### config.mk
export PLATFORM = sky130hd
export DESIGN_NAME = patlb_divider
export DESIGN_NICKNAME = d
export VERILOG_FILES = /design/src/sv/patlb_pkg.sv /design/src/sv/patlb_divider.sv
export SDC_FILE = /design/constraint.sdc
export NUM_CORES = 1
export LEC_CHECK = 0
export BUFFER_PORTS_ARGS = -buffer_cell sky130_fd_sc_hd__clkbuf_2
export CORE_MARGIN = 3
export CORE_UTILIZATION = 40
export DETAILED_ROUTE_END_ITERATION = 8
export PLACE_DENSITY = 0.65
export SYNTH_ARGS = -nofsm -noshare
export SYNTH_HDL_FRONTEND = slang
export SYNTH_SLANG_ARGS = --single-unit
export TNS_END_PERCENT = 1
### constraint.sdc
create_clock -name clock -period 3.5 [get_ports clock]
set_input_delay 0.175 -clock clock [delete_from_list [all_inputs] [get_ports clock]]
set_output_delay 0.175 -clock clock [all_outputs]
set_load 0.02 [all_outputs]
### src/sv/patlb_pkg.sv
// Shared types, widths, codes and helpers for the paged address translation block.
`default_nettype none

package patlb_pkg;

   // Field widths of the transaction payloads.
   localparam int TYPE_W   = 2;
   localparam int ADDR_W   = 31;
   localparam int INDEX_W  = 6;
   localparam int PAGE_W   = 31;
   localparam int FRAME_W  = 16;
   localparam int OFFSET_W = 16;
   localparam int PS_W     = 17;
   localparam int PHYS_W   = 32;
   localparam int STATUS_W = 2;

   // Width that holds any entry index plus one, used for scan counters.
   localparam int IDXC_W = INDEX_W + 1;

   // Divider step counter width (one step per address bit).
   localparam int DIV_CNT_W = 5;

   // Page size register reset value and legal range limits.
   localparam logic [PS_W-1:0] PS_RESET = 17'd4096;
   localparam logic [PS_W-1:0] PS_MAX   = 17'h10000;
   localparam logic [PS_W-1:0] PS_MIN   = 17'd1;

   // Request codes.
   typedef enum logic [TYPE_W-1:0] {
      REQ_TRANSLATE = 2'd0,
      REQ_WRITE_PT  = 2'd1,
      REQ_WRITE_TLB = 2'd2,
      REQ_UNUSED    = 2'd3
   } req_code_type;

   // Result status codes.
   typedef enum logic [STATUS_W-1:0] {
      ST_TRANSLATED = 2'd0,
      ST_NOT_LOADED = 2'd1,
      ST_NO_ENTRY   = 2'd2,
      ST_WRITE_DONE = 2'd3
   } status_code_type;

   // One table entry as written to and read from a table.
   typedef struct packed {
      logic               valid;
      logic               present;
      logic [PAGE_W-1:0]  page;
      logic [FRAME_W-1:0] frame;
   } entry_type;

   // Clamp the configured page size into the range that the datapath supports.
   function automatic logic [PS_W-1:0] eff_pg_size(input logic [PS_W-1:0] ps);
      logic [PS_W-1:0] result;
      if (ps == '0) begin
         result = PS_MIN;
      end else if (ps > PS_MAX) begin
         result = PS_MAX;
      end else begin
         result = ps;
      end
      return result;
   endfunction

endpackage

`default_nettype wire

### src/sv/patlb_divider.sv
// Restoring divider that splits an address into page number and offset, one bit per cycle.
`default_nettype none

module patlb_divider
   import patlb_pkg::*;
(
   input  wire logic                clock,
   input  wire logic                reset,
   input  wire logic                start,
   input  wire logic [ADDR_W-1:0]   dividend,
   input  wire logic [PS_W-1:0]     divisor,
   output logic                     done,
   output logic [ADDR_W-1:0]        quotient,
   output logic [OFFSET_W-1:0]      remainder
);

   logic [ADDR_W-1:0]    quo_ff;
   logic [PS_W-1:0]      rem_ff;
   logic [PS_W-1:0]      dsr_ff;
   logic [DIV_CNT_W-1:0] cnt_ff;
   logic                 run_ff;
   logic                 done_ff;

   logic [PS_W:0]        rem_shift;
   logic                 rem_ge;
   logic [PS_W:0]        rem_sub;

   // Shift in the next dividend bit and try to subtract the divisor.
   assign rem_shift = {rem_ff, quo_ff[ADDR_W-1]};
   assign rem_ge    = (rem_shift >= {1'b0, dsr_ff});
   assign rem_sub   = rem_shift - {1'b0, dsr_ff};

   // Control state of the iteration.
   always_ff @(posedge clock) begin
      if (reset) begin
         run_ff  <= 1'b0;
         done_ff <= 1'b0;
         cnt_ff  <= '0;
      end else begin
         done_ff <= 1'b0;
         if (start) begin
            run_ff <= 1'b1;
            cnt_ff <= '0;
         end else if (run_ff) begin
            cnt_ff <= cnt_ff + DIV_CNT_W'(1);
            if (cnt_ff == DIV_CNT_W'(ADDR_W - 1)) begin
               run_ff  <= 1'b0;
               done_ff <= 1'b1;
            end
         end
      end
   end

   // Datapath: quotient bits shift in as dividend bits shift out.
   always_ff @(posedge clock) begin
      if (start) begin
         quo_ff <= dividend;
         rem_ff <= '0;
         dsr_ff <= divisor;
      end else if (run_ff) begin
         quo_ff <= {quo_ff[ADDR_W-2:0], rem_ge};
         rem_ff <= rem_ge ? rem_sub[PS_W-1:0] : rem_shift[PS_W-1:0];
      end
   end

   assign done      = done_ff;
   assign quotient  = quo_ff;
   assign remainder = rem_ff[OFFSET_W-1:0];

endmodule

`default_nettype wire

* Yosys cells after proc, flatten, opt, wreduce, memory -nomap -nowiden
Index checks and enable logic that the tools add are counted.
Word-level totals: bits in registers 72, output and inout port bits 48, bits of input ports 51, word-level logic and storage cells 21
Operators by class: bitwise gates (word level) 1, $add $sub $neg 2, reduce and logical (&&, ||, !) cells 3, order comparisons 1, multiplexer cells 7, equal/unequal tests 1
Operator list (count):
- $mux W31 | 2
- $ge A18 B17 Y1 | 1
- $mux W17 | 1
- $sub A17 B17 Y17 | 1
- $add A5 B1 Y5 const B | 1
- $eq A5 B5 Y1 const B | 1
- $mux W1 | 4
- $reduce_or A3 Y1 | 1
- $reduce_bool A2 Y1 | 1
- $reduce_or A2 Y1 | 1
- $not A1 Y1 | 1

* Depth between registers and ports, before layout
Gate-level depths: netlist (run 1).
depth in word-level cells 4, depth in mapped cells 12, depth with buffers taken out 10

* Worst setup path before layout (run 1)
OpenSTA, ideal clock, no wires.
path type flip-flop to flip-flop, start register quo_ff[30], in the netlist quotient[30], end register quo_ff[0], in the netlist quotient[0] (data pin), required time 3.230 ns, slack 0.957 ns, cell stages (with the launch flop) 12, buffers on the path 2, library setup time 0.270 ns, arrival 2.274 ns, clock period less this slack 2.543 ns, cell sequence edfxtp_1 inv_1 ha_1 inv_1 fa_1 a21o_1 a221oi_4 o22a_1 a21o_1 buf_6 buf_6 o21ai_1
On the way: longest elaborated chain between the ends 3
RTL lines:
- start: declaration | line patlb_divider.sv:17 | logic [ADDR_W-1:0] quo_ff;
- start signal: assignment | line patlb_divider.sv:57 | quo_ff <= dividend;
- start signal: assignment | line patlb_divider.sv:61 | quo_ff <= {quo_ff[ADDR_W-2:0], rem_ge};
- $ge A18 B17 Y1 | line patlb_divider.sv:30 | assign rem_ge = (rem_shift >= {1'b0, dsr_ff});
- $mux W31 | line patlb_divider.sv:60 | end else if (run_ff) begin
- $mux W31 | line patlb_divider.sv:56 | if (start) begin
Every way passes these cells. The select of a mux whose other input is x is not followed. A chain may end at the register's enable or synchronous reset.

* Worst setup path in the final report (run 1)
start register quo_ff[30], in the netlist quotient[30], end register rem_ff[14]
On the way: longest elaborated chain between the ends 2, elaborated cells between the ends (all ways) 3, classes of those cells add/sub (1); order compare (1); mux (1)
RTL lines:
- $sub A17 B17 Y17 / $ge A18 B17 Y1 (equally long branches) | line patlb_divider.sv:31, patlb_divider.sv:30
- $mux W17 * | line patlb_divider.sv:62 | rem_ff <= rem_ge ? rem_sub[PS_W-1:0] : rem_shift[PS_W-1:0];
- end signal: assignment | line patlb_divider.sv:62
- end: declaration | line patlb_divider.sv:18 | logic [PS_W-1:0] rem_ff;
Mark *: on every way between the ends. The rest lies on a longest branch, timed or not.

==> results of run 1 <==
## metal layers
layer  global-route usage, %  vias up
met3                   4.780        7
met2                   26.34       91
li1                        -     1465
met1                   20.62     1400
met5                       0        -
met4                   5.793        0
## cells in the mapped netlist, types with 4 or more instances
| cell | number |
|---|---|
| nor3_1 | 5 |
| nand2_1 | 29 |
| dfxtp_1 | 24 |
| inv_1 | 24 |
| o211ai_1 | 7 |
| a21oi_1 | 18 |
| xnor2_1 | 12 |
| nor2_1 | 18 |
| a211oi_1 | 4 |
| clkbuf_1 | 8 |
| mux2_2 | 30 |
| xor2_1 | 5 |
| o21ai_1 | 9 |
| edfxtp_1 | 48 |
| o21ai_0 | 11 |
| ha_1 | 19 |
| a32oi_1 | 7 |
| nand3_1 | 8 |
| nand2b_1 | 6 |
| nand4_1 | 7 |
| buf_4 | 16 |
| a21o_1 | 5 |
## path summary, 6_finish.rpt
kind                                           endpoint  cells past startpoint                   start
worst max-delay path            rem_ff[14]$_SDFFE_PP0P_                     11  quotient[30]$_DFFE_PP_
worst min-delay path                dsr_ff[8]$_DFFE_PP_                      1              divisor[8]
worst max register to register  rem_ff[14]$_SDFFE_PP0P_                     11  quotient[30]$_DFFE_PP_
worst min register to register   rem_ff[4]$_SDFFE_PP0P_                      2  rem_ff[4]$_SDFFE_PP0P_
## through the flow
stage               cell area [sq um]  std cells
global route                     4740        586
detailed placement               4369        555
finish                           4740        586
global placement                 4369        555
floorplan                        3882        354
CTS                              4710        583
## cell families after synthesis
group                    Yosys count
AND/OR/NAND/NOR                   85
multiplexers                      31
flip-flops                        72
XOR/XNOR                          17
AO/OA/AOI/OAI                     74
buffers and inverters             55
adder cells (fa/ha/maj)           20
## layout make-up
| cell class | count | area [sq um] |
|---|---|---|
| clock buffers | 10 | 127.6 |
| multi-input cells | 227 | 1668 |
| fillers | 874 | 4588 |
| clock inverters | 6 | 92.59 |
| repair buffers | 118 | 678.2 |
| inverters | 24 | 90.09 |
| flip-flops and latches | 72 | 1922 |
| well taps | 129 | 161.4 |
## state kept, by name (all words and copies together) (netlist names)
signal / cells
cnt_ff: 5
done: 1
rem_ff: 17
dsr_ff: 17
quotient: 31
run_ff: 1
## power by group through the flow
stage | logic [mW] | registers, mW | clock network [mW]
finish | 0.346 | 1.01 | 0.728
global route | 0.382 | 1.02 | 0.779
CTS | 0.346 | 1.01 | 0.749
detailed placement | 0.334 | 1.03 | 0
global placement | 0.329 | 1.03 | 0
floorplan | 0.184 | 1.07 | 0
## repair_timing
action	4_1_cts	5_1_grt
hold buffers	12	3
hold endpoints to repair	12	3
setup endpoints to repair	0	0
==> metrics.cfg, run 1 <==
[run_status]
status=finished clean

[grt]
antenna_found_initial=0
grt.overflow.total=0
grt_first_pass_wirelength_um=14480
grt_usage_pct=16.26
first_global_vias=3003
grt_max_degree=37

[synth]
syn_area_sq_um=3882
synth_seq_cells=72
netlist_instances=354
synth_top_area_share_pct=37.13
synthSimpleGateAreaFrac_pct=10.34
synth_compound_area_share_pct=13.18
synth_top_flop_cell=edfxtp_1
synth.area.top_cells=edfxtp_1, dfxtp_1, mux2_2, ha_1, buf_4
yosys_warnings=0
synth_nets=425
synth_edf_count=48
yosys.area_share.adder_pct=6.639
synth_xor_area_share_pct=3.835
synth_area_per_cell_sq_um=10.97
async_flop_share_pct=0
yosys-mux-area-fraction_pct=8.959
yosysSeqAreaShare_pct=49.50
synth_cell_types=46
post-synth-top-area-cell=edfxtp_1
synth_top_family_by_area=compound AO/OA/AOI/OAI gates

[timing]
clock_skew_ns=0.008337
timing.fmax_mhz=345.6
tns_ns=0
period_share_pct=82.66
slew_headroom_pct=40.94
drv_slew=0
hold_viol_final=0
finalSetupViolCount=0
fin_ws_ns=0.6067
period_needed_ns=2.893
rsz0062_at_grt=false
worst_pin_slew_ns=0.8859
whs_ns=0.01744

[drt]
dr.max_layer_used=met4
wl_met1_um=3860
drtAntennaViolNets=0
met3_length_um=616
wl_met2_um=4069
vias=2963
drc=0
first_pass_iters=6
wl_per_cell_um=14.75
avgViaCountPerCell=5.056
routed_wl_um=8643
drtIter0Drc=103

[pwr]
combPwrFrac_pct=16.6
peakVddDrop_uv=246.7
p_sw_mw=0.5543
cellPowerDensity_nw_per_um2=440.5
p_leak_nw=1.998
power_frac_seq_pct=48.6
switching_share_pct=26.55
total_power_mw=2.088
intPower_mw=1.533
clockPowerShare_pct=34.9

[finish]
nNetsFinal=523
final_common_cell=clkbuf_2
area_growth_syn_to_layout_pct=22.08
layout-drive-gt1-share_pct=33.26
diodes=0
fin_util_pct=50.81
final_cell_mix=clkbuf_2, edfxtp_1, mux2_2

[clock_tree]
cts_root_buf=clkbuf_8
cts.sinks=72
clk_pin_slew_ns=0.08
clkLatencyLatePin_ns=0.34
cts-htree-levels=3
cts_made_buffers=9
clockBufferDepth=2
cts_resized=0
cts_setup_buffers=0
cts_tree=built

[placed_design]
dp_slack_ns=0.6438
numPortBuffers=98
hpwl_um=6410
gp_congestion=0.8555

[setup_path]
cp.required_ns=3.77
startpoint_type=flop
critPathArrivalTime_ns=3.16
critPathBufInv=3
crit_chain=inv_1 -> ha_1 -> inv_1 -> fa_1 -> a21o_1 -> a221oi_4 -> o22a_1 -> a21o_1 -> buf_4 -> a32oi_1 -> o21ai_1
cpLargestDelayFamily=compound AO/OA/AOI/OAI gates
worstPathMaxFanout=14
critical_path_class=reg -> reg
crit_path_max_incr_delay_ns=0.44
critPathSlowestCell=a21o_1
r2r_setup_slack_ns=0.61
end_kind=flop

[floorplanning]
pin_count=99
rows=35
dieArea_sq_um=10920
die_h_um=104.5
core_sq_um=9328
initial_core_util_pct=41.62
die_w_um=104.5

[run]
drv_cap=0

[hold_path]
hold_path_class=in -> reg

Power figures use the tool's default switching activity.
==> run 2: changes to the inputs <==
--- a/config.mk
+++ b/config.mk
@@ -9,7 +9,7 @@
 export CORE_MARGIN = 3
 export CORE_UTILIZATION = 40
 export DETAILED_ROUTE_END_ITERATION = 8
-export PLACE_DENSITY = 0.65
+export PLACE_DENSITY = 0.67
 export SYNTH_ARGS = -nofsm -noshare
 export SYNTH_HDL_FRONTEND = slang
 export SYNTH_SLANG_ARGS = --single-unit
==> constraint.sdc (replaced) <==
create_clock -name clock -period 2.66 [get_ports clock]
set_input_delay 0.133 -clock clock [delete_from_list [all_inputs] [get_ports clock]]
set_output_delay 0.133 -clock clock [all_outputs]
set_load 0.02 [all_outputs]
==> run 2 against run 1 <==
Against the previous run: power increased by 34%; global-route usage is 0.052 points higher; sequential cell count unchanged; utilization increased by 0.85 points; via count increased by 0.13%; critical endpoint is now rem_ff[16]$_SDFFE_PP0P_; largest cell class unchanged; largest power group unchanged.
==> metrics.cfg, run 2 (synthesis results as in run 1) <==
[grt]
global_route.usage.met2_pct=26.15
antenna_found_initial=0
grt_usage_pct=16.31
grt_max_degree=43
grt.overflow.total=0
grt_first_pass_wirelength_um=14380
first_global_vias=2942
grtUsageMet1_pct=20.93
busiest_layer=met2
grt_use_met3_pct=4.904

[timing]
whs_ns=0.08204
period_share_pct=94.61
hold_viol_final=0
worst_pin_slew_ns=0.5902
rsz0062_at_grt=true
clock_skew_ns=0.009149
slew_headroom_pct=60.51
drv_slew=0
period_needed_ns=2.517
finalSetupViolCount=0
timing.fmax_mhz=397.4

[finish]
instances_no_fill=593
seqCellArea_sq_um=1922
multiInputGateArea_sq_um=1668
final_common_cell=clkbuf_2
nFillCells=837
nNetsFinal=530
final_cell_mix=clkbuf_2, edfxtp_1, mux2_2
largest_reg_flops=31
fin_util_pct=51.66
diodes=0
layout-drive-gt1-share_pct=33.84
area_growth_syn_to_layout_pct=24.11
post-route-cell-area_sq_um=4818

[setup_path]
timing.rr.start=quotient[30]$_DFFE_PP_
critical_path_class=reg -> reg
cp.required_ns=2.89
worstPathMaxFanout=4
r2r_setup_slack_ns=0.14
end_kind=flop
critPathArrivalTime_ns=2.75
reg2regPathDepth=11
r2r-end=rem_ff[16]$_SDFFE_PP0P_
startpoint_type=flop

[hold_path]
hold_path_class=in -> reg
min_from=dividend[13]
min_delay_path_depth=2
min_to=quotient[13]$_DFFE_PP_

[drt]
drtAntennaViolNets=0
avgViaCountPerCell=5.003
first_pass_iters=4
routed_wl_um=8706
drtIter0Drc=96
drc=0
vias=2967
wl_per_cell_um=14.68

[placed_design]
place_inst=559
placed_cell_area_sq_um=4412
hpwl_um=6261
gp_congestion=0.8660
numPortBuffers=98

[clock_tree]
cts_resized=0
clockBufferDepth=2
cts_tree=built
cts_setup_buffers=0
cts_root_buf=clkbuf_8
clkLatencyLatePin_ns=0.35
clk_pin_slew_ns=0.09
cts_made_buffers=9
cts.sinks=72
cts-htree-levels=3

[floorplanning]
core_sq_um=9328
die_h_um=104.5
initial_core_util_pct=41.62
die_w_um=104.5
rows=35
pin_count=99
dieArea_sq_um=10920

[pwr]
p_leak_nw=2.043
peakVddDrop_uv=301.3
total_power_mw=2.790
cellPowerDensity_nw_per_um2=578.9

[run]
drv_cap=0

[run_status]
status=finished clean

## run 2: cell count changes in the layout (fill, tap and decap cells not counted), sizes merged
cell	before	now
buf	5	9
clkbuf	108	107
dlygate4sd3	15	18
clkinv	1	2
inv	25	26
clkinvlp	2	1
## run 2: how the worst max path moves through the flow
stage | startpoint | to | depth (start not counted)
2_1_floorplan | quotient[30]$_DFFE_PP_ | quotient[0]$_DFFE_PP_ | 11
3_3_place_gp | quotient[30]$_DFFE_PP_ | quotient[0]$_DFFE_PP_ | 10
3_5_place_dp | quotient[30]$_DFFE_PP_ | quotient[0]$_DFFE_PP_ | 10
4_1_cts | quotient[30]$_DFFE_PP_ | quotient[0]$_DFFE_PP_ | 10
5_1_grt | quotient[30]$_DFFE_PP_ | rem_ff[13]$_SDFFE_PP0P_ | 11
6_report | quotient[30]$_DFFE_PP_ | rem_ff[16]$_SDFFE_PP0P_ | 11
## run 2: area by class of cell
class | instances | share of cell area (%)
Inverter | 24 | 1.870
Multi-Input combinational cell | 227 | 34.61
Sequential cell | 72 | 39.89
Clock inverter | 7 | 2.129
Clock buffer | 9 | 2.571
Timing Repair Buffer | 125 | 15.58
Tap cell | 129 | 3.350
## run 2: through the flow
step | setup TNS [ns] | setup WS [ns]
floorplan | 0 | 0.1169
global placement | 0 | 0.2565
global route | -0.005828 | -0.005828
finish | 0 | 0.1434
CTS | 0 | 0.1417
detailed placement | 0 | 0.1574
## run 2: repair_timing
action / in CTS / in global routing
hold buffers: 18 / 0
hold endpoints to repair: 18 / 0
endpoints found under the setup margin: 0 / 4
## run 2: per-layer routing
metal	wire, um	vias up
li1	-	1490
met1	3828	1367
met2	4121	100
met3	629	10
met4	127	0
met5	0	-
## run 2: critical path: stages, from the launching register on
cell	delay [ns]
edfxtp_1	0.41
inv_1	0.08
ha_1	0.16
inv_1	0.06
fa_1	0.42
a21o_1	0.24
a221oi_4	0.24
buf_4	0.18
nor3_1	0.06
o32a_1	0.35
xnor2_1	0.14
o21ai_1	0.07
## run 2: where the power goes
group	leakage, nW	switching, mW	internal, mW
combinational	1.26	0.265	0.202
sequential	0.673	0.0433	1.29
clock	0.110	0.454	0.538
total	2.04	0.762	2.03
