`src/sv/patlb_pkg.sv`:
```
// Shared types, widths, codes and helpers for the paged address translation block.
`default_nettype none

package patlb_pkg;

   // Field widths of the transaction payloads.
   localparam int TYPE_W   = 2;
   localparam int ADDR_W   = 31;
   localparam int INDEX_W  = 6;
   localparam int PAGE_W   = 31;
   localparam int FRAME_W  = 16;
   localparam int OFFSET_W = 16;
   localparam int PS_W     = 17;
   localparam int PHYS_W   = 32;
   localparam int STATUS_W = 2;

   // Width that holds any entry index plus one, used for scan counters.
   localparam int IDXC_W = INDEX_W + 1;

   // Divider step counter width (one step per address bit).
   localparam int DIV_CNT_W = 5;

   // Page size register reset value and legal range limits.
   localparam logic [PS_W-1:0] PS_RESET = 17'd4096;
   localparam logic [PS_W-1:0] PS_MAX   = 17'h10000;
   localparam logic [PS_W-1:0] PS_MIN   = 17'd1;

   // Request codes.
   typedef enum logic [TYPE_W-1:0] {
      REQ_TRANSLATE = 2'd0,
      REQ_WRITE_PT  = 2'd1,
      REQ_WRITE_TLB = 2'd2,
      REQ_UNUSED    = 2'd3
   } req_code_type;

   // Result status codes.
   typedef enum logic [STATUS_W-1:0] {
      ST_TRANSLATED = 2'd0,
      ST_NOT_LOADED = 2'd1,
      ST_NO_ENTRY   = 2'd2,
      ST_WRITE_DONE = 2'd3
   } status_code_type;

   // One table entry as written to and read from a table.
   typedef struct packed {
      logic               valid;
      logic               present;
      logic [PAGE_W-1:0]  page;
      logic [FRAME_W-1:0] frame;
   } entry_type;

   // Clamp the configured page size into the range that the datapath supports.
   function automatic logic [PS_W-1:0] eff_pg_size(input logic [PS_W-1:0] ps);
      logic [PS_W-1:0] result;
      if (ps == '0) begin
         result = PS_MIN;
      end else if (ps > PS_MAX) begin
         result = PS_MAX;
      end else begin
         result = ps;
      end
      return result;
   endfunction

endpackage

`default_nettype wire

```
`src/sv/patlb_table.sv`:
```
// Translation table storage: synchronous entry memory with valid bits in flip-flops.
`default_nettype none

module patlb_table
   import patlb_pkg::*;
#(
   parameter int ENTRIES = 16,
   parameter int AW      = (ENTRIES > 1) ? $clog2(ENTRIES) : 1
)
(
   input  wire logic          clock,
   input  wire logic          reset,
   input  wire logic          wr_en,
   input  wire logic [AW-1:0] wr_addr,
   input  wire entry_type     wr_entry,
   input  wire logic [AW-1:0] rd_addr,
   output entry_type          rd_entry
);

   localparam int DATA_W = 1 + PAGE_W + FRAME_W;

   logic [DATA_W-1:0]  mem [ENTRIES];
   logic [ENTRIES-1:0] valid_ff;
   logic [DATA_W-1:0]  rd_data_ff;
   logic               rd_valid_ff;

   // Entry memory: one write port, one registered read port.
   always_ff @(posedge clock) begin
      if (wr_en) begin
         mem[wr_addr] <= {wr_entry.present, wr_entry.page, wr_entry.frame};
      end
      rd_data_ff <= mem[rd_addr];
   end

   // Valid bits clear at reset; an entry becomes valid only with its data.
   always_ff @(posedge clock) begin
      if (reset) begin
         valid_ff    <= '0;
         rd_valid_ff <= 1'b0;
      end else begin
         if (wr_en) begin
            valid_ff[wr_addr] <= wr_entry.valid;
         end
         rd_valid_ff <= valid_ff[rd_addr];
      end
   end

   assign rd_entry.valid   = rd_valid_ff;
   assign rd_entry.present = rd_data_ff[DATA_W-1];
   assign rd_entry.page    = rd_data_ff[PAGE_W+FRAME_W-1:FRAME_W];
   assign rd_entry.frame   = rd_data_ff[FRAME_W-1:0];

endmodule

`default_nettype wire

```
`config.mk`:
```
export PLATFORM = sky130hd
export DESIGN_NAME = patlb_table
export DESIGN_NICKNAME = d
export VERILOG_FILES = /design/src/sv/patlb_pkg.sv /design/src/sv/patlb_table.sv
export SDC_FILE = /design/constraint.sdc
export NUM_CORES = 1
export LEC_CHECK = 0
export BUFFER_PORTS_ARGS = -buffer_cell sky130_fd_sc_hd__buf_2
export CAP_MARGIN = 5
export CORE_ASPECT_RATIO = 0.6
export CORE_MARGIN = 2
export CORE_UTILIZATION = 57
export DETAILED_ROUTE_END_ITERATION = 7
export GPL_TIMING_DRIVEN = 0
export PLACE_DENSITY = 0.79
export SLEW_MARGIN = 10
export SYNTH_ARGS = -nofsm -noshare
export SYNTH_HDL_FRONTEND = slang
export SYNTH_SLANG_ARGS = --single-unit
```
`constraint.sdc`:
```
create_clock -name clock -period 8.5 [get_ports clock]
set_input_delay 1.275 -clock clock [delete_from_list [all_inputs] [get_ports clock]]
set_output_delay 1.275 -clock clock [all_outputs]
set_load 0.02 [all_outputs]
```
After elaboration in Yosys (flattened, before gate mapping)
Memory sizes are Yosys's and may differ from the RTL's. A register that Yosys moved wholly into a read port is not among the register bits.
Cells that the tools add are included.

word-level totals
  bits in registers = 17
  bits in writable memories = 768
  bits of input ports = 60
  output and inout port bits = 49
  logic and storage cells = 14
  memories kept = 1

memory list
  memory  depth  width  read ports  clocked after Yosys merged registers in  write ports  RTL line           source
  mem     16     48     1           1                                        1            patlb_table.sv:22  logic [DATA_W-1:0] mem [ENTRIES];

operators by class
  $lt $le $gt $ge = 3
  mux-type cells = 7
  reductions and logical operators = 1

operator list
  kind                  count
  $bwmux W16            1
  $lt A4 B5 Y1 const B  2
  $bmux W1 S4           1
  $demux W1 S4          1
  $ge A4 B1 Y1 const B  1
  $mux W1               4
  $logic_and A1 B1 Y1   1

Longest topological paths before layout
Gate-level depths: netlist of run 1.

  word-level depth = 5
  depth in mapped cells = 7
  depth with buffers taken out = 4

Worst setup path before layout of run 1
Ideal clock, no wire load.

  path type = in2reg
  start point = input wr_addr[0]
  end point = register valid_ff[0]
  setup time = 0.128 ns
  arrival time = 5.702 ns
  data required time = 8.372 ns
  path slack = 2.670 ns
  stages on the path = 5
  path buffers = 1
  cell sequence = or3b_2 clkbuf_1 nor3_1 mux2i_1 nor2_1

between the ends
  cells in the longest elaborated chain, start to end = 5
  elaborated cells on any way between the ends = 6
  those cells by class = 2 x order compare; 3 x mux; 1 x reduce/logical

RTL lines
  what                                                                RTL line           source
  start, declared                                                     patlb_table.sv:14  input wire logic [AW-1:0] wr_addr,
  $lt A4 B5 Y1 (not written as such) or $ge A4 B1 Y1 (tied branches)  patlb_table.sv:42  valid_ff[wr_addr] <= wr_entry.valid;
  $logic_and A1 B1 Y1 (not written as such)                           patlb_table.sv:42
  $mux W1 (not written as such)                                       patlb_table.sv:42
  $demux W1 S4 *                                                      patlb_table.sv:42
  $bwmux W16 *                                                        patlb_table.sv:42
  end signal, assigned by index                                       patlb_table.sv:42
  end, declared                                                       patlb_table.sv:23  logic [ENTRIES-1:0] valid_ff;

Every way passes the cells marked *; elsewhere a longest branch is shown, timed or not.
A chain may end at the register's enable or synchronous reset.

==> results of run 1 <==
synthesized netlist by cell type, types with 2 or more instances:
master and count:
sky130_fd_sc_hd__buf_4 9, sky130_fd_sc_hd__edfxtp_1 768, sky130_fd_sc_hd__clkbuf_1 37, sky130_fd_sc_hd__a21oi_1 13, sky130_fd_sc_hd__mux4_2 194, sky130_fd_sc_hd__nand2_1 14
sky130_fd_sc_hd__nand3b_1 2, sky130_fd_sc_hd__buf_2 16, sky130_fd_sc_hd__dfxtp_1 65, sky130_fd_sc_hd__nor3_1 4, sky130_fd_sc_hd__nand3_1 3, sky130_fd_sc_hd__o21ai_0 12
sky130_fd_sc_hd__a22o_1 48, sky130_fd_sc_hd__mux2i_1 7, sky130_fd_sc_hd__buf_6 3, sky130_fd_sc_hd__buf_1 5, sky130_fd_sc_hd__a221o_1 48, sky130_fd_sc_hd__nand2b_1 2
sky130_fd_sc_hd__nor2_1 18
state kept, by name (all words and copies together), names as in the netlist:
signal	cells
mem	768
rd_data_ff	48
valid_ff	16
rd_valid_ff	1
kinds of logic (layout without fill, tap and decap cells):
family	after synthesis	in the layout	synth area share (%)
flops	833	833	80.1
mux	202	202	14.6
compound gates	124	124	3.46
buf+inv	71	361	1.13
simple gates	46	46	0.671
other cells	0	5	0
path summary, 6_finish.rpt:
check | start | end | cells after the start | slack, ps
min reg2reg | valid_ff[15] | valid_ff[15] | 2 | 490
min | valid_ff[15] | valid_ff[15] | 2 | 490
max | rd_addr[1] | rd_data_ff[11] | 5 | 5090
max reg2reg | mem[11][8] | rd_data_ff[8] | 3 | 6900
critical path, delay by kind of cell:
family,cells,cell delay (ps)
compound gates,1,360
buf+inv,3,1790
mux,1,430
through the flow:
step / area, um2 / utilization [%]
floorplan: 30400 / -
global placement: 31800 / 60.5
detailed placement: 32800 / 62.4
CTS: 35300 / 67.0
global route: 35300 / 67.0
finish: 35300 / 67.0
power by group:
part | internal (mW) | switching (mW)
logic | 0.187 | 0.284
registers | 4.58 | 0.0297
clock network | 1.97 | 1.47
total | 6.73 | 1.78
metal layers:
layer,share of wire [%],GRT usage [%],vias to the layer above
met4,3.2,9.13,4
li1,-,-,5971
met5,0.042,0,-
met1,39,38.7,7926
met2,48,40.8,1016
met3,10,5.13,162
layout make-up:
| class | count | area [um2] |
|---|---|---|
| buffer | 70 | 339 |
| clock buffer | 96 | 2040 |
| multi-input combinational | 372 | 5820 |
| inverter | 1 | 3.75 |
| clock inverter | 37 | 413 |
| tap | 703 | 880 |
| antenna | 5 | 12.5 |
| sequential | 833 | 24400 |
| timing repair buffer | 157 | 1410 |
| fill | 3100 | 17300 |
==> out/summary.json, run 1 <==
{
  "outcome": {"value": "finished, final reports clean"},
  "largest_net_degree_at_the_start_of_global_routing": {"value": 23},
  "initial_core_util": {"value": 57.8, "unit": "%"},
  "synth_cell_types": {"value": 27},
  "worst-path-max-fanout": {"value": 10},
  "globalRoute.totalOverflow": {"value": 0},
  "syn_to_final_growth": {"value": 16.0, "unit": "%"},
  "fin_skew": {"value": 16.7, "unit": "ps"},
  "std_cell_rows": {"value": 65},
  "max_slew_margin": {"value": 25.8, "unit": "%"},
  "summed_instance_area_of_the_synthesized_netlist": {"value": 30400, "unit": "um2"},
  "timing.final.crit_period": {"value": 3410, "unit": "ps"},
  "mostFrequentLayoutCells": {"value": "sky130_fd_sc_hd__edfxtp_1 (768), sky130_fd_sc_hd__mux4_2 (194), sky130_fd_sc_hd__buf_2 (120), sky130_fd_sc_hd__clkbuf_16 (77), sky130_fd_sc_hd__dfxtp_1 (65)"},
  "dp_hpwl": {"value": 43900, "unit": "um"},
  "ant_nets": {"value": 0},
  "detail_route.iter0.violations": {"value": 2054},
  "total_power": {"value": 8.51, "unit": "mW"},
  "synth_top_area_cell": {"value": "sky130_fd_sc_hd__edfxtp_1"},
  "post_drt_via_cell_ratio": {"value": 6.63},
  "async_s_r_ff_share_synth": {"value": 0, "unit": "%"},
  "via_count": {"value": 15100},
  "tritoncts_clock_tree": {"value": "done"},
  "synth_seq_area_share": {"value": 80.1, "unit": "%"},
  "floorplan.core_area": {"value": 52600, "unit": "um2"},
  "total_number_of_yosys_warnings": {"value": 0},
  "maxCapViolCount": {"value": 0},
  "fp.dieArea": {"value": 55300, "unit": "um2"},
  "synth_top_cell_area_share": {"value": 75.8, "unit": "%"},
  "p_leak": {"value": 11.4, "unit": "nW"},
  "final_common_cell": {"value": "sky130_fd_sc_hd__edfxtp_1"},
  "clock_tree.root_cell": {"value": "sky130_fd_sc_hd__clkbuf_16"},
  "hold_path_class": {"value": "reg -> reg"},
  "crit_chain": {"value": "buf_2 -> clkbuf_1 -> clkbuf_1 -> mux4_2 -> a221o_1"},
  "fmax": {"value": 0.294, "unit": "GHz"},
  "dominantRegCellSynth": {"value": "sky130_fd_sc_hd__edfxtp_1"},
  "critPathLaunchType": {"value": "input port"},
  "dp_worst_setup_slack": {"value": 4560, "unit": "ps"},
  "power.ir.vdd_worst": {"value": 0.171, "unit": "mV"},
  "crit_required": {"value": 8970, "unit": "ps"},
  "netlist_instances": {"value": 1276},
  "timing.critical_path.slowest_cell_delay": {"value": 890, "unit": "ps"},
  "design.portCount": {"value": 109},
  "category_of_the_worst_setup_path_capture_point": {"value": "flop"},
  "netlist_top_cells_area": {"value": "sky130_fd_sc_hd__edfxtp_1 (76%), sky130_fd_sc_hd__mux4_2 (14%), sky130_fd_sc_hd__dfxtp_1 (4.3%)"},
  "drcViolationCount": {"value": 0},
  "synth.ff_latch_count": {"value": 833},
  "finalSetupViolations": {"value": 0},
  "p_per_area": {"value": 241, "unit": "nW/um2"},
  "overall_routing_resource_usage": {"value": 26.4, "unit": "%"},
  "antenna_found_initial": {"value": 7},
  "finalCritPeriodShare": {"value": 40.1, "unit": "%"},
  "route.final.wire_length": {"value": 70800, "unit": "um"},
  "worst_hold_slack": {"value": 485, "unit": "ps"},
  "max_slew_violation_count": {"value": 0},
  "tritoncts_num_sinks": {"value": 833},
  "grt_setup_unrepaired": {"value": "false"},
  "postCtsSetupBuffers": {"value": 0},
  "critical_path_class": {"value": "in -> reg"},
  "place_congestion": {"value": 0.739},
  "most_prevalent_standard_cell_on_the_critical_path": {"value": "sky130_fd_sc_hd__clkbuf_1"},
  "die_w": {"value": 302, "unit": "um"},
  "worst-slew-pin-transition": {"value": 1110, "unit": "ps"},
  "tns": {"value": 0, "unit": "ps"},
  "final_cell_count_no_fill": {"value": 2274},
  "cts-root-to-sink-buffers": {"value": 3},
  "drt_pass1_iterations": {"value": 5},
  "grt_pass1_vias": {"value": 15500},
  "worst_setup_hold_path_clk_slew": {"value": 60, "unit": "ps"},
  "syn_area_per_cell": {"value": 23.8, "unit": "um2"},
  "fin_ws": {"value": 5090, "unit": "ps"},
  "synth-edff-count": {"value": 768},
  "cts_made_buffers": {"value": 74},
  "final_layout_size_suffix_gt1_share": {"value": 32.0, "unit": "%"},
  "worst_ep_arrival_time": {"value": 3880, "unit": "ps"},
  "layout.nets": {"value": 1569},
  "grt_pass1_wl": {"value": 104000, "unit": "um"},
  "syn_nets": {"value": 1336},
  "dp_cells": {"value": 2136},
  "port_buffers": {"value": 104},
  "cts_resized": {"value": 0},
  "clk_latency": {"value": 610, "unit": "ps"},
  "ctsHoldBuffers": {"value": 0},
  "cpMaxStageDelayCell": {"value": "sky130_fd_sc_hd__clkbuf_1"},
  "die_h": {"value": 183, "unit": "um"},
  "htreeDepth": {"value": 3},
  "final_hold_violation_count": {"value": 0},
  "wl_per_cell": {"value": 31.2, "unit": "um"}
}
No activity file was read; power rests on OpenSTA's default activity.
==> run 2, diff against run 1 <==
- clock period: 8.5 -> 3.48 ns (I/O delays scaled with it)
==> run 2 against run 1 <==
  * Cell count fell by 0.57%
  * Wire length is 0.73% lower
  * First-iteration DRC count increased by 3.7%
  * Global-route usage fell by 0.23 points
  * Register-to-register slack worse by 5000 ps
  * Clock-buffer cell count is 7 higher
  * Die area unchanged
  * Total power rose by 140%
  * Combinational power up 150%
  * Sequential share of layout area up 0.11 points
  * Clock skew down 1.4 ps
  * Critical path type unchanged
==> out/summary.json, run 2 (synthesized netlist as in run 1, its figures left out) <==
{
  "fin_ws": {"value": 916, "unit": "ps", "change": "-4180 ps"},
  "detail_route.iter0.violations": {"value": 2131, "change": "+3.7%"},
  "crit_chain": {"value": "clkbuf_1 -> inv_1 -> nor2_1 -> buf_2 -> buf_1 -> a221o_1"},
  "largest_net_degree_at_the_start_of_global_routing": {"value": 21, "change": "-8.7%"},
  "top_register": {"value": "mem"},
  "design.portCount": {"value": 109, "change": "unchanged"},
  "maxCapViolCount": {"value": 0, "change": "unchanged"},
  "hold_path_class": {"value": "in -> reg"},
  "layout.nets": {"value": 1555, "change": "-0.89%"},
  "ant_nets": {"value": 0, "change": "unchanged"},
  "drt_pass1_iterations": {"value": 6, "change": "+1"},
  "tritoncts_clock_tree": {"value": "done"},
  "outcome": {"value": "finished, final reports clean"},
  "route.final.wire_length": {"value": 70300, "unit": "um", "change": "-0.73%"},
  "final_hold_violation_count": {"value": 0, "change": "unchanged"},
  "place_congestion": {"value": 0.771, "change": "+4.4%"},
  "clock_tree.root_cell": {"value": "sky130_fd_sc_hd__clkbuf_16"},
  "worst_setup_hold_path_clk_slew": {"value": 70, "unit": "ps", "change": "about the same"},
  "critical_path_class": {"value": "in -> reg"},
  "overall_routing_resource_usage": {"value": 26.2, "unit": "%", "change": "-0.23 points"},
  "grt_setup_unrepaired": {"value": "false"},
  "power.ir.vdd_worst": {"value": 0.349, "unit": "mV", "change": "+100%"},
  "std_cell_rows": {"value": 65, "change": "unchanged"},
  "finalSetupViolations": {"value": 0, "change": "unchanged"},
  "die_w": {"value": 302, "unit": "um", "change": "unchanged"},
  "cts_resized": {"value": 0, "change": "unchanged"},
  "antenna_found_initial": {"value": 2, "change": "-5"},
  "initial_core_util": {"value": 57.8, "unit": "%", "change": "unchanged"},
  "max_slew_margin": {"value": 23.4, "unit": "%", "change": "-2.4 points"},
  "met1_length": {"value": 27400, "unit": "um", "change": "-0.46%"},
  "tritoncts_num_sinks": {"value": 833, "change": "unchanged"},
  "globalRoute.totalOverflow": {"value": 0, "change": "unchanged"},
  "met3_wirelength": {"value": 6560, "unit": "um", "change": "-9.7%"},
  "postCtsSetupBuffers": {"value": 0, "change": "unchanged"},
  "wl_met2": {"value": 34100, "unit": "um", "change": "+1.1%"},
  "crit_required": {"value": 4000, "unit": "ps", "change": "-4970 ps"},
  "max_slew_violation_count": {"value": 0, "change": "unchanged"},
  "grt_pass1_vias": {"value": 15400, "change": "-0.56%"},
  "dp_worst_setup_slack": {"value": 391, "unit": "ps", "change": "-4170 ps"},
  "dp_hpwl": {"value": 43400, "unit": "um", "change": "-0.93%"},
  "finalCritPeriodShare": {"value": 73.7, "unit": "%"},
  "mostFrequentLayoutCells": {"value": "sky130_fd_sc_hd__edfxtp_1 (768), sky130_fd_sc_hd__mux4_2 (194), sky130_fd_sc_hd__buf_2 (120), sky130_fd_sc_hd__clkbuf_16 (74), sky130_fd_sc_hd__dfxtp_1 (65)"},
  "cts_made_buffers": {"value": 73, "change": "-1.4%"},
  "ctsHoldBuffers": {"value": 0, "change": "unchanged"},
  "cts-root-to-sink-buffers": {"value": 3, "change": "unchanged"},
  "critPathLaunchType": {"value": "input port"},
  "reg.largest.list": {"value": "mem: 768 flops, rd_data_ff: 48 flops, valid_ff: 16 flops"},
  "grt_pass1_wl": {"value": 103000, "unit": "um", "change": "-1.4%"},
  "worst_hold_slack": {"value": 267, "unit": "ps", "change": "-218 ps"},
  "p_per_area": {"value": 577, "unit": "nW/um2", "change": "+140%"},
  "wl_per_cell": {"value": 31.1, "unit": "um", "change": "-0.16%"},
  "die_h": {"value": 183, "unit": "um", "change": "unchanged"},
  "fin_skew": {"value": 15.3, "unit": "ps", "change": "-1.36 ps"},
  "via_count": {"value": 14900, "change": "-1.1%"},
  "worst-slew-pin-transition": {"value": 1150, "unit": "ps", "change": "+35.4 ps"},
  "largest_register_ff_count": {"value": 768, "change": "unchanged"},
  "fmax": {"value": 0.390, "unit": "GHz"},
  "timing.final.crit_period": {"value": 2560, "unit": "ps"},
  "post_drt_via_cell_ratio": {"value": 6.59, "change": "-0.56%"},
  "htreeDepth": {"value": 3, "change": "unchanged"},
  "port_buffers": {"value": 104, "change": "unchanged"},
  "p_leak": {"value": 11.3, "unit": "nW", "change": "-0.65%"},
  "cpMaxStageDelayCell": {"value": "sky130_fd_sc_hd__buf_1"},
  "clk_latency": {"value": 610, "unit": "ps", "change": "about the same"},
  "worst_ep_arrival_time": {"value": 3090, "unit": "ps", "change": "-790 ps"},
  "fp.dieArea": {"value": 55300, "unit": "um2", "change": "unchanged"},
  "highest-signal-layer": {"value": "met4"},
  "final_common_cell": {"value": "sky130_fd_sc_hd__edfxtp_1"},
  "floorplan.core_area": {"value": 52600, "unit": "um2", "change": "unchanged"},
  "syn_to_final_growth": {"value": 15.8, "unit": "%"},
  "worst-path-max-fanout": {"value": 10, "change": "unchanged"},
  "drcViolationCount": {"value": 0, "change": "unchanged"},
  "category_of_the_worst_setup_path_capture_point": {"value": "flop"},
  "final_layout_size_suffix_gt1_share": {"value": 31.3, "unit": "%", "change": "-0.69 points"},
  "timing.critical_path.slowest_cell_delay": {"value": 880, "unit": "ps", "change": "about the same"}
}
==> run 2: cell count changes in the layout (fill, tap and decap cells not counted), moves of 4 or more <==
cell / change
sky130_fd_sc_hd__buf_4: -15
sky130_fd_sc_hd__buf_6: -10
sky130_fd_sc_hd__buf_16: +9
sky130_fd_sc_hd__clkbuf_1: +9
sky130_fd_sc_hd__buf_8: +5
sky130_fd_sc_hd__bufinv_16: -5
sky130_fd_sc_hd__clkinv_1: -5
sky130_fd_sc_hd__nor3_2: -4
sky130_fd_sc_hd__nor3_4: +4
==> run 2: per-layer routing <==
| metal | vias up | track usage [%] |
|---|---|---|
| met4 | 0 | 8.67 |
| met1 | 7805 | 37.6 |
| met5 | - | 0 |
| li1 | 5956 | - |
| met3 | 175 | 4.82 |
| met2 | 973 | 41.5 |
==> run 2: critical path, delay by kind of cell <==
family                 cells  cell delay, ps
AO/OA/AOI/OAI              1             340
AND/OR/NAND/NOR            1             390
buffers and inverters      4            1800
==> run 2: final timing paths <==
path,startpoint,end,slack (ps),cells after the start
worst min-delay path,wr_entry[48],valid_ff[15],270,3
worst max register to register,mem[9][16],rd_data_ff[16],1860,3
worst max-delay path,rd_addr[2],rd_data_ff[44],920,6
worst min register to register,valid_ff[4],valid_ff[4],500,2
==> run 2: stage by stage <==
stage	area, um2	TNS [ps]	power [mW]	util (%)	std cells
4_1_cts	35200	0	20.4	66.9	2259
3_5_place_dp	32900	0	12.6	62.5	2123
6_report	35200	0	20.3	66.9	2261
5_1_grt	35200	0	20.9	66.9	2260
2_1_floorplan	30400	-29820	12.1	-	1276
3_3_place_gp	31800	-1694920	12.5	60.5	2083
==> run 2: area by class of cell <==
| type | count | area [um2] |
|---|---|---|
| Buffer | 70 | 339 |
| Tap cell | 703 | 880 |
| Clock buffer | 103 | 2010 |
| Multi-Input combinational cell | 372 | 5840 |
| Fill cell | 3130 | 17400 |
| Timing Repair Buffer | 144 | 1470 |
| Inverter | 1 | 3.75 |
| Sequential cell | 833 | 24400 |
| Antenna cell | 2 | 5.00 |
| Clock inverter | 33 | 308 |
==> run 2: power breakdown <==
group,internal (mW),switching [mW],leakage (nW)
registers,11.2,0.0723,7.48
clock network,4.38,3.53,1.13
logic,0.460,0.702,2.70
total,16.0,4.30,11.3
==> run 3, diff against run 2 <==
- CORE_UTILIZATION: 57 -> 55
- PLACE_DENSITY: 0.79 -> 0.8
- clock period: 3.48 -> 2.2 ns (I/O delays scaled with it)
==> run 3 against run 2 <==
  * Cell count up 0.22%
  * Sequential cell count unchanged
  * Non-clock buffer count down 1
  * Combinational power up 59%
  * Die area up 3.6%
  * Clock skew up 11 ps
  * Clock-buffer cell count down 12
  * Utilization down 2.4 points
  * Worst hold slack worse by 240 ps
  * Cell area down 0.32%
  * Critical path depth down 1
  * Setup slack worse by 890 ps
  * Largest power group unchanged
==> out/summary.json, run 3 (synthesized netlist as in run 1, its figures left out) <==
{
  "outcome": {"value": "finished, final reports clean"},
  "p_sw_share": {"value": 21.4, "unit": "%", "change": "+0.17 points"},
  "htreeDepth": {"value": 3, "change": "unchanged"},
  "initial_core_util": {"value": 55.9, "unit": "%", "change": "-1.9 points"},
  "cts-root-to-sink-buffers": {"value": 3, "change": "unchanged"},
  "crit_required": {"value": 2660, "unit": "ps", "change": "-1340 ps"},
  "antenna_found_initial": {"value": 3, "change": "+1"},
  "switching_power": {"value": 6.82, "unit": "mW", "change": "+58%"},
  "critical_path_class": {"value": "in -> reg"},
  "tritoncts_num_sinks": {"value": 833, "change": "unchanged"},
  "worst_setup_hold_path_clk_slew": {"value": 70, "unit": "ps", "change": "about the same"},
  "worst-slew-pin-transition": {"value": 1020, "unit": "ps", "change": "-133 ps"},
  "p_per_area": {"value": 909, "unit": "nW/um2", "change": "+58%"},
  "largest_net_degree_at_the_start_of_global_routing": {"value": 23, "change": "+9.5%"},
  "drt_pass1_iterations": {"value": 5, "change": "-1"},
  "grt_pass1_wl": {"value": 102000, "unit": "um", "change": "-0.30%"},
  "power.share.sequential": {"value": 55.7, "unit": "%", "change": "+0.3 points"},
  "grt_pass1_vias": {"value": 15200, "change": "-1.3%"},
  "maxCapViolCount": {"value": 0, "change": "unchanged"},
  "wl_per_cell": {"value": 30.9, "unit": "um", "change": "-0.55%"},
  "power.ir.vdd_worst": {"value": 0.596, "unit": "mV", "change": "+71%"},
  "fin_skew": {"value": 26.6, "unit": "ps", "change": "+11.3 ps"},
  "tritoncts_clock_tree": {"value": "done"},
  "port_buffers": {"value": 104, "change": "unchanged"},
  "final_common_cell": {"value": "sky130_fd_sc_hd__edfxtp_1"},
  "dp_hpwl": {"value": 42700, "unit": "um", "change": "-1.7%"},
  "category_of_the_worst_setup_path_capture_point": {"value": "flop"},
  "floorplan.core_area": {"value": 54400, "unit": "um2", "change": "+3.4%"},
  "die_w": {"value": 308, "unit": "um", "change": "+1.8%"},
  "fmax": {"value": 0.461, "unit": "GHz"},
  "globalRoute.totalOverflow": {"value": 0, "change": "unchanged"},
  "finalCritPeriodShare": {"value": 98.7, "unit": "%"},
  "util_after_layout": {"value": 64.5, "unit": "%", "change": "-2.4 points"},
  "design.portCount": {"value": 109, "change": "unchanged"},
  "detail_route.iter0.violations": {"value": 2082, "change": "-2.3%"},
  "reg.largest.list": {"value": "mem: 768 flops, rd_data_ff: 48 flops, valid_ff: 16 flops"},
  "hold_path_class": {"value": "in -> reg"},
  "grt_setup_unrepaired": {"value": "false"},
  "postCtsSetupBuffers": {"value": 0, "change": "unchanged"},
  "top_register": {"value": "mem"},
  "timing.final.crit_period": {"value": 2170, "unit": "ps"},
  "final_cell_count_no_fill": {"value": 2266, "change": "+0.22%"},
  "place_congestion": {"value": 0.737, "change": "-4.4%"},
  "overall_routing_resource_usage": {"value": 25.2, "unit": "%", "change": "-0.98 points"},
  "pwr-share-comb": {"value": 5.8, "unit": "%", "change": "about the same"},
  "ant_nets": {"value": 0, "change": "unchanged"},
  "max_slew_margin": {"value": 32.3, "unit": "%", "change": "+8.9 points"},
  "worst-path-max-fanout": {"value": 10, "change": "unchanged"},
  "via_count": {"value": 14800, "change": "-0.75%"},
  "final_layout_size_suffix_gt1_share": {"value": 31.9, "unit": "%", "change": "+0.59 points"},
  "fp.dieArea": {"value": 57300, "unit": "um2", "change": "+3.6%"},
  "max_slew_violation_count": {"value": 0, "change": "unchanged"},
  "p_leak": {"value": 11.3, "unit": "nW", "change": "-0.30%"},
  "critPathLaunchType": {"value": "input port"},
  "power_report.internal_total": {"value": 25.1, "unit": "mW", "change": "+57%"},
  "cts_resized": {"value": 0, "change": "unchanged"},
  "final_hold_violation_count": {"value": 0, "change": "unchanged"},
  "route.final.wire_length": {"value": 70100, "unit": "um", "change": "-0.33%"},
  "mostFrequentLayoutCells": {"value": "sky130_fd_sc_hd__edfxtp_1 (768), sky130_fd_sc_hd__mux4_2 (194), sky130_fd_sc_hd__buf_2 (120), sky130_fd_sc_hd__clkbuf_16 (72), sky130_fd_sc_hd__dfxtp_1 (65)"},
  "drcViolationCount": {"value": 0, "change": "unchanged"},
  "syn_to_final_growth": {"value": 15.4, "unit": "%"},
  "post_drt_via_cell_ratio": {"value": 6.53, "change": "-0.97%"},
  "layout.nets": {"value": 1553, "change": "-0.13%"},
  "std_cell_rows": {"value": 66, "change": "+1.5%"},
  "worst_ep_arrival_time": {"value": 2630, "unit": "ps", "change": "-460 ps"},
  "clock_tree.root_cell": {"value": "sky130_fd_sc_hd__clkbuf_16"},
  "power.share.clock": {"value": 38.5, "unit": "%", "change": "-0.4 points"},
  "ctsHoldBuffers": {"value": 0, "change": "unchanged"},
  "cts_made_buffers": {"value": 72, "change": "-1.4%"},
  "die_h": {"value": 186, "unit": "um", "change": "+1.8%"},
  "largest_register_ff_count": {"value": 768, "change": "unchanged"},
  "dp_cells": {"value": 2133, "change": "+0.47%"},
  "clk_latency": {"value": 610, "unit": "ps", "change": "about the same"},
  "finalSetupViolations": {"value": 0, "change": "unchanged"}
}
[run 3: changes by cell type in the layout (fill, tap and decap cells not counted), moves of 2 or more]
cell | previous run | this run
sky130_fd_sc_hd__clkbuf_16 | 74 | 72
sky130_fd_sc_hd__clkinv_2 | 11 | 13
sky130_fd_sc_hd__clkinv_1 | 9 | 12
sky130_fd_sc_hd__clkbuf_2 | 0 | 6
sky130_fd_sc_hd__buf_16 | 23 | 14
sky130_fd_sc_hd__buf_8 | 5 | 8
sky130_fd_sc_hd__clkbuf_1 | 61 | 47
sky130_fd_sc_hd__buf_1 | 5 | 3
sky130_fd_sc_hd__buf_12 | 12 | 17
[run 3: through the flow]
step / cell area (um2) / power (mW) / hold WS (ps) / worst slack (ps) / setup TNS, ps
after detailed placement: 32800 / 19.9 / 478 / -631 / -61640
after global placement: 32000 / 19.8 / 459 / -2010 / -939910
after global routing: 35100 / 32.8 / 36.5 / 5.19 / 0
after CTS: 35100 / 32.1 / 6.33 / 1.60 / 0
final: 35100 / 31.9 / 32.1 / 28.9 / 0
after floorplan: 30600 / 19.1 / 429 / -372 / -92520
[run 3: critical path, cell delays in order]
cell	delay, ps
sky130_fd_sc_hd__buf_2	210
sky130_fd_sc_hd__clkbuf_1	600
sky130_fd_sc_hd__clkbuf_1	690
sky130_fd_sc_hd__mux4_2	430
sky130_fd_sc_hd__a221o_1	360
[run 3: layout make-up]
type | count | area [um2]
antenna | 3 | 7.51
buffer | 70 | 357
clock buffer | 91 | 1910
clock inverter | 39 | 345
fill | 3293 | 19300
inverter | 1 | 3.75
multi-input combinational | 372 | 5860
sequential | 833 | 24400
tap | 714 | 893
timing repair buffer | 143 | 1370
[run 3: worst paths after layout]
kind                      from              to  slack, ps  depth (start not counted)
hold reg to reg   valid_ff[11]    valid_ff[11]        490                          2
setup reg to reg   mem[11][39]  rd_data_ff[39]        510                          3
hold / removal    wr_entry[48]     valid_ff[4]         30                          3
setup / recovery    rd_addr[1]  rd_data_ff[12]         30                          5
[run 3: metal layers]
metal	part of all wire [%]	track usage (%)
met1	39	35.5
met2	48	40.5
met3	10	5.05
met4	2.8	8.60
met5	0	0
[run 3: power groups by stage]
stage | clock [mW] | sequential, mW | combinational [mW]
after floorplan | 0 | 18.2 | 0.901
after global placement | 0 | 18.1 | 1.69
after detailed placement | 0 | 18.1 | 1.81
after CTS | 12.4 | 17.8 | 1.84
after global routing | 13.0 | 17.8 | 1.95
final | 12.3 | 17.8 | 1.84
